File: src/thermal_power_backoff_controller_unit_defines.svh
// Assertion macros shared by the thermal power backoff controller RTL.
`ifndef THERMAL_POWER_BACKOFF_CONTROLLER_UNIT_DEFINES_SVH
`define THERMAL_POWER_BACKOFF_CONTROLLER_UNIT_DEFINES_SVH

`ifndef SYNTHESIS
// Check a property on every rising clock edge outside of reset.
`define TPBC_ASSERT(name, clk, rst, prop) \
   name: assert property (@(posedge clk) disable iff (rst) (prop)) \
      else $error("tpbc assertion failed");
// Check a property on every rising clock edge, reset included.
`define TPBC_ASSERT_ALWAYS(name, clk, prop) \
   name: assert property (@(posedge clk) (prop)) \
      else $error("tpbc assertion failed");
`else
`define TPBC_ASSERT(name, clk, rst, prop)
`define TPBC_ASSERT_ALWAYS(name, clk, prop)
`endif

`endif

File: src/tpbc_ram.sv
// Generic single-write, single-read RAM with registered read data.
module tpbc_ram #(
   parameter int WIDTH = 8,
   parameter int DEPTH = 8
) (
   input  logic                                 clock,
   input  logic                                 wr_en,
   input  logic [(DEPTH > 1 ? $clog2(DEPTH) : 1)-1:0] wr_addr,
   input  logic [WIDTH-1:0]                     wr_data,
   input  logic [(DEPTH > 1 ? $clog2(DEPTH) : 1)-1:0] rd_addr,
   output logic [WIDTH-1:0]                     rd_data
);

   logic [WIDTH-1:0] mem [DEPTH];
   logic [WIDTH-1:0] rd_data_ff;

   always_ff @(posedge clock) begin
      if (wr_en) begin
         mem[wr_addr] <= wr_data;
      end
      rd_data_ff <= mem[rd_addr];
   end

   assign rd_data = rd_data_ff;

endmodule

File: config.mk
export PLATFORM = sky130hd
export DESIGN_NAME = tpbc_ram
export DESIGN_NICKNAME = d
export VERILOG_FILES = /design/src/thermal_power_backoff_controller_unit_defines.svh /design/src/tpbc_ram.sv
export SDC_FILE = /design/constraint.sdc
export NUM_CORES = 1
export LEC_CHECK = 0
export BUFFER_PORTS_ARGS = -buffer_cell sky130_fd_sc_hd__buf_4
export CELL_PAD_IN_SITES_DETAIL_PLACEMENT = 0
export CELL_PAD_IN_SITES_GLOBAL_PLACEMENT = 1
export CORE_AREA = 3 3 118 74
export DETAILED_ROUTE_END_ITERATION = 8
export DIE_AREA = 0 0 121 77
export PLACE_DENSITY = 0.53
export SLEW_MARGIN = 0
export SYNTH_ARGS = -nofsm -noshare
export SYNTH_HDL_FRONTEND = slang
export SYNTH_SLANG_ARGS = --single-unit
File: constraint.sdc
create_clock -name clock -period 2.7 [get_ports clock]
set_input_delay 0.54 -clock clock [delete_from_list [all_inputs] [get_ports clock]]
set_output_delay 0.54 -clock clock [all_outputs]
set_load 0.1 [all_outputs]
Word level (Yosys, flattened, before mapping) --
Memory sizes are Yosys's and may differ from the RTL's. A register that Yosys moved wholly into a read port is not among the register bits. Index checks and enable logic that the tools add are counted.
Word-level totals: memory bits (writable) 64, memories 1, bits of input ports 16, register bits after elaboration 0, logic and storage cells 3, output and inout port bits 8
Memory list:
- mem | words 8, bits a word 8, rd ports 1, clocked after Yosys merged registers in 1, write ports 1, RTL line tpbc_ram.sv:14 | logic [WIDTH-1:0] mem [DEPTH];
Cells by class: mux-type cells 2
Operators by type and width (number):
- $mux 1 | 2

Depth between registers and ports, before layout --
depth in word-level cells 2, gate-level depth with buffers 4, mapped depth without buffers 2

Worst setup path before layout --
OpenSTA, ideal clock, no wires.
path type input to register, start in wr_addr[2] in the netlist's numbering, end mem mem[0][0] (enable), buffers on the path 0, required time 2317 ps, stages on the path 2, library setup time 383 ps, data arrival time 1317 ps, path slack 999 ps, cell sequence nand2b_1 nor3_1
RTL lines:
- start: declaration | RTL line tpbc_ram.sv:8 | input logic [(DEPTH > 1 ? $clog2(DEPTH) : 1)-1:0] wr_addr,
- end: declaration | RTL line tpbc_ram.sv:14
Straight into the memory's write port.

==> summary.txt <==
outcome: completed
#FFs+latches synth: 72
Critical Path End Type: flip-flop
nets: 167
Mapped Nets: 130
Final WS setup: 1220 ps
Worst-path clk slew: 50 ps
io pins: 24
grt total ovfl: 0
RSZ-0062 raised after global routing: no
Synth top cells by count: edfxtp_1 (64), mux4_1 (15), dfxtp_1 (8), mux2_2 (8), nor2_1 (6)
Synth Cell Area: 0.00269 mm2
Area contributors post-synth: edfxtp_1 (71%), mux4_1 (15%), dfxtp_1 (6.0%), mux2_2 (3.3%), mux4_2 (0.84%)
Largest delay share family, worst path: multiplexers
post-cts gate resize count: 0
multi-input logic area: 566 um2
# clock sinks: 72
Mapped Cells: 114
vias in the first global route: 1341
clk_lat worst skew: 330 ps
crit path DAT: 1700 ps
cell with the most instances after synthesis: edfxtp_1
Total GRT Usage: 11.8%
ANT cells: 0
final setup TNS: 0 ps
first-pass GRT wire length: 7.53 mm
die height: 77 um
CP cell instances: buf_4 > mux4_1 > mux2_2
Startpoint Class: input pin
top cell type's share of synthesized area: 71.4%
Initial Util: 34.6%
DRC viols: 0
Ys Warns: 0
CTS tree: built
H-tree levels: 3
Register Area: 0.00208 mm2
hold slack: 445 ps
slowest cell on the critical path: mux4_1
Avg WL per Cell: 18.6 um
Syn-to-layout area delta: 22.8%
CTS max path bufs: 2
Setup crit start: rd_addr[0]
Worst Hold Launch: wr_data[7]
number of buffer and inverter stages on the critical path: 1
fraction of registers with async set/reset: 0%
Final min period: 1480 ps
Final Max Slew Viols: 0
Fill cells: 685
final worst path period share: 55.0%
critical path peak fanout: 16
Core Region: 0.00779 mm2
Final Hold Viols: 0
remaining antenna violation count: 0
Via density: 4.63
Post-synth top flop: edfxtp_1
Final Skew: 6.91 ps
Synth cell types: 14
DRT Pass-1 Iters: 4
pin count of the biggest net entering global routing: 17
layout cells sized above 1: 34.6%
postcts setup bufs: 0
fmax: 674 MHz
# hold bufs at CTS: 0
initial drt markers: 98
delay of the slowest critical-path stage: 610 ps
pwr dens: 793 mW/mm2
vias post-DR: 1222
GPL Wtd Cong: 0.657
type of the worst setup path: in -> reg
reg2reg start: mem[3][7]
Die ar.: 0.00932 mm2
Hold Path Class: in -> reg
port buffer count: 23
Max Cap Viol: 0
Seq/Total Area, Yosys: 77.4%
Die X: 121 um
EDFF count, synth: 64
Root Driver: clkbuf_16
initial antenna violation count: 0
setup violators final: 0
final wirelength: 4.92 mm
Synth area leader: edfxtp_1
Least-Margin Pin Slew: 298 ps
data required time of the worst path: 2910 ps
Avg Inst Size Synth: 23.6 um2
Slew headroom: 80.1%
pre-CTS setup slack: 854 ps
CTS Buf Count: 9
P_leak: 1.16 nW
maximum vdd drop: 0.000261 V
Rows: 25
[metal layers]
| metal | vias to the layer above | GRT usage, % | share of wire, % |
|---|---|---|---|
| li1 | 559 | - | - |
| met1 | 625 | 14.3 | 43 |
| met2 | 30 | 18.6 | 50 |
| met3 | 8 | 5.45 | 6.1 |
| met4 | 0 | 4.19 | 1.3 |
| met5 | - | 0 | 0 |
[final timing paths]
kind / to / slack [ps] / cells after the start
max: rd_data[2] / 1220 / 3
min reg2reg: rd_data[6] / 670 / 2
max reg2reg: rd_data[7] / 1440 / 2
min: mem[0][7] / 440 / 1
[metrics by stage]
step | area, um2 | util [%] | power, mW | instances
floorplan | 2690 | - | 1.45 | 114
global placement | 3020 | 38.7 | 1.52 | 248
detailed placement | 3020 | 38.7 | 1.52 | 248
CTS | 3300 | 42.4 | 2.66 | 264
global route | 3300 | 42.4 | 2.72 | 264
finish | 3300 | 42.4 | 2.62 | 264
[cells by family after synthesis]
family / share of synthesized area [%]
buffers and inverters: 1.63
flip-flops: 77.4
multiplexers: 18.8
AND/OR/NAND/NOR: 2.19
[report_power, final]
| part | switching, mW | total, mW | internal (mW) | leakage, nW |
|---|---|---|---|---|
| Combinational | 0.153 | 0.228 | 0.0742 | 0.371 |
| Clock | 0.416 | 1.13 | 0.709 | 0.140 |
| Sequential | 0.00930 | 1.27 | 1.26 | 0.649 |
[cell usage in the layout (no fill, tap or decap)]
master,instances
buf_4,31
bufinv_16,1
clkbuf_1,1
clkbuf_16,9
clkinv_1,1
clkinv_2,2
clkinv_4,1
clkinvlp_4,1
dfxtp_1,8
edfxtp_1,64
mux2_2,8
mux4_1,15
mux4_2,1
nand2_1,2
nand2b_1,3
nor2_1,6
nor3_1,2
[final cells by class]
cell class | count | area share (%)
clock buffer | 10 | 6.93
clock inverter | 6 | 1.82
multi-input combinational | 37 | 17.1
sequential | 72 | 63.0
tap | 108 | 4.09
timing repair buffer | 31 | 7.04
[registers in the layout, summed over array words and instances, names as in the netlist]
name	flops
rd_data	8
mem	64
Power figures use the tool's default switching activity.
